==> src/lbp_ram.sv <==
`default_nettype none
// ----------------------------------------------------------------------------
// lbp_ram
// Generic single-clock ram, one write port and one registered read port.
// ----------------------------------------------------------------------------
module lbp_ram #(
   parameter  int Width = 8,
   parameter  int Depth = 16,
   localparam int AddrW = (Depth > 1) ? $clog2(Depth) : 1
) (
   input  wire logic             clock,
   input  wire logic             wr_en,
   input  wire logic [AddrW-1:0] wr_addr,
   input  wire logic [Width-1:0] wr_data,
   input  wire logic [AddrW-1:0] rd_addr,
   output logic      [Width-1:0] rd_data
);

   logic [Width-1:0] mem [Depth];
   logic [Width-1:0] rd_data_ff;

   always_ff @(posedge clock) begin
      if (wr_en) begin
         mem[wr_addr] <= wr_data;
      end
      rd_data_ff <= mem[rd_addr];
   end

   assign rd_data = rd_data_ff;

endmodule
`default_nettype wire

==> config.mk <==
export PLATFORM = sky130hd
export DESIGN_NAME = lbp_ram
export DESIGN_NICKNAME = d
export VERILOG_FILES = /design/src/lbp_ram.sv
export SDC_FILE = /design/constraint.sdc
export NUM_CORES = 1
export LEC_CHECK = 0
export ABC_AREA = 1
export BUFFER_PORTS_ARGS = -buffer_cell sky130_fd_sc_hd__buf_2
export CORE_MARGIN = 10
export CORE_UTILIZATION = 52
export CTS_CLUSTER_DIAMETER = 100
export DETAILED_ROUTE_END_ITERATION = 12
export PLACE_DENSITY = 0.77
export SETUP_SLACK_MARGIN = 0.05
export SLEW_MARGIN = 5
export SYNTH_ARGS = -nofsm -noshare
export SYNTH_HDL_FRONTEND = slang
export SYNTH_SLANG_ARGS = --single-unit
==> constraint.sdc <==
create_clock -name clock -period 1.47 [get_ports clock]
set_clock_uncertainty 0.05 [all_clocks]
set_input_delay 0.3675 -clock clock [delete_from_list [all_inputs] [get_ports clock]]
set_output_delay 0.3675 -clock clock [all_outputs]
set_load 0.02 [all_outputs]
==> results_dict.tcl <==
set metrics [dict create \
    drtAntennaViolNets 0 \
    synthTopCellsByCount "173 x nand2_1, 128 x edfxtp_1, 100 x inv_1" \
    startpoint_type "flop" \
    fillers 788 \
    min_period_over_period_pct 96.54 \
    period_needed_ns 1.419 \
    cts_setup_buffers 0 \
    slew_violations 0 \
    ys_async_sr_fraction_pct 0 \
    reg2reg_setup_slack_ns 0.39 \
    wl_um 12820 \
    max_stage_delay_ns 0.35 \
    synth_warnings 0 \
    fp.dieW_um 125.3 \
    worstPathRequired_ns 1.05 \
    synth_fp_nets 569 \
    p_leak_nw 3.007 \
    path_cells "buf_6" \
    status "complete, no violations" \
    start_util_pct 53.20 \
    gr-total-overflow 0 \
    core_sq_mm 0.01084 \
    rsz0062_at_grt "true" \
    worst_pin_slew_ns 0.3812 \
    place_congestion 0.9014 \
    cap_viol_max_count 0 \
    crit_path_top_delay_cell "dfxtp_2" \
    worstPathMaxFanout 1 \
    io_pins 26 \
    final-setup-viol-count 0 \
    groute.usage.overall_pct 16.84 \
    ys_seq_area_share_pct 69.43 \
    cts_tree "yes" \
    die_h_um 125.3 \
    grt_pass1_wl_um 20600 \
    grt_max_degree 65 \
    end_kind "output port" \
    drc 0 \
    crit_arrival_ns 1.00 \
    dpl.cell_count 718 \
    clkSlewWorstSetupHoldPaths_ns 0.06 \
    yosysTopAreaCell "edfxtp_1" \
    cp.depth 1 \
    hp-class "in -> reg" \
    synthToLayoutAreaGrowth_pct 19.18 \
    antenna_found_initial 0 \
    slew_headroom_pct 74.59 \
    r2r_start "mem[1][2]$_DFFE_PP_" \
    ys_seq_elements 136 \
    worst-path-buf-inv 1 \
    rr_worst_depth 6 \
    vias 3944 \
    hold_depth 3 \
    insertion_delay_ns 0.53 \
    rows 38 \
    synthesis.area_sq_mm 0.005767 \
    critPathTopFamily "flip-flops" \
    firstDrtPassIters 7 \
    clk_path_buf_depth 2 \
    via_per_inst 5.259 \
    synth_area_leaders "edfxtp_1 67%, nand2_1 11%, nand3_1 8.4%" \
    clkSinkCount 136 \
    hold_violations 0 \
    min_to "rd_data[7]$_DFF_P_" \
    fmax_mhz 704.6 \
    cts_made_buffers 17 \
    synthCells 551 \
    synthFlopType "edfxtp_1" \
    grt_pass1_vias 4017 \
    min_from "rd_addr[3]" \
    synth.top_cell.area_share_pct 66.65 \
    cts-root-buf "clkbuf_8" \
    tns_ns 0 \
    synth_edf_count 128 \
    drt_iter0_markers 501 \
    synthDistinctLibCells 12 \
    whs_ns 0.1556 \
    final_layout_size_suffix_gt1_share_pct 14.92 \
    die_area_sq_mm 0.01570 \
    diodes 0 \
    fin_nets 615 \
    peakVddDrop_uv 978.6 \
    portBuffers 25 \
    syn_area_per_cell_sq_um 10.47 \
    fin_cells 750 \
    powerDensity_mw_per_mm2 1421 \
    critical_path_class "reg -> out" \
    yosysMostFrequentCell "nand2_1" \
    cts_max_level 4 \
    dp_hpwl_um 7920 \
    wire_per_inst_um 17.09 \
    reg2reg_to "rd_data[2]$_DFF_P_" \
]
per-stage QoR:
stage | total power, mW | util [%] | cell area [sq um] | worst slack (ns)
after floorplan | 4.774 | - | 5767 | 0.1017
after global placement | 4.991 | 56.69 | 6146 | 0.02075
after detailed placement | 5.008 | 56.69 | 6146 | -0.02238
after CTS | 9.798 | 63.19 | 6850 | 0.02227
after global routing | 10.06 | 63.40 | 6873 | 0.02473
final | 9.770 | 63.40 | 6873 | 0.05080
cell type report:
| class | count | area (sq um) | area share [%] |
|---|---|---|---|
| Multi-Input combinational cell | 289 | 1214 | 17.66 |
| Tap cell | 140 | 175.2 | 2.549 |
| Clock inverter | 14 | 254.0 | 3.696 |
| Inverter | 102 | 382.9 | 5.571 |
| Clock buffer | 18 | 417.9 | 6.080 |
| Timing Repair Buffer | 51 | 416.7 | 6.062 |
| Sequential cell | 136 | 4013 | 58.38 |
metal layers:
metal / vias to the layer above / global-route usage [%] / wire, um
met1: 1852 / 19.71 / 5009
met2: 186 / 27.43 / 6415
met5: - / 0 / 0
li1: 1867 / - / -
met3: 39 / 5.070 / 995
met4: 0 / 8.875 / 395
power by group:
part	leakage [nW]	total, mW	switching (mW)	internal (mW)
clock network	0.325	4.80	1.54	3.26
registers	1.22	4.37	0.0321	4.34
logic	1.46	0.601	0.399	0.202
worst max-delay path by stage:
stage,start,endpoint,slack [ns]
finish,rd_data[5]$_DFF_P_,rd_data[5],0.05
CTS,rd_data[5]$_DFF_P_,rd_data[5],0.02
global route,rd_data[7]$_DFF_P_,rd_data[7],0.02
global placement,rd_addr[0],rd_data[6]$_DFF_P_,0.02
floorplan,wr_addr[3],mem[4][0]$_DFFE_PP_,0.10
detailed placement,rd_addr[0],rd_data[6]$_DFF_P_,-0.02
logic make-up (layout without fill, tap and decap cells):
family | after synthesis | after routing | synth area share (%)
and+or+nand+nor | 289 | 289 | 21.05
DFF | 136 | 136 | 69.43
buffers and inverters | 126 | 185 | 9.525
placed cells by master, fill, tap and decap left out:
cell | Yosys | routed
buf_12 | 0 | 4
buf_2 | 13 | 17
buf_4 | 4 | 23
buf_6 | 6 | 7
bufinv_16 | 0 | 7
clkbuf_1 | 0 | 1
clkbuf_16 | 0 | 16
clkbuf_8 | 0 | 1
clkinv_2 | 0 | 4
clkinv_4 | 0 | 1
clkinvlp_4 | 0 | 2
dfxtp_1 | 8 | 1
dfxtp_2 | 0 | 7
edfxtp_1 | 128 | 128
inv_1 | 100 | 100
inv_2 | 2 | 2
nand2_1 | 173 | 173
nand3_1 | 97 | 97
nand3b_1 | 2 | 2
nor2_1 | 17 | 17
registers in the layout (all words and copies together) (netlist names):
signal and flops:
mem 128, rd_data 8
timing repair:
action | CTS | global route
hold buffers | 0 | 0
gates resized for setup | 13 | 9
setup endpoints to repair | 7 | 7
No activity file was read; power rests on OpenSTA's default activity.
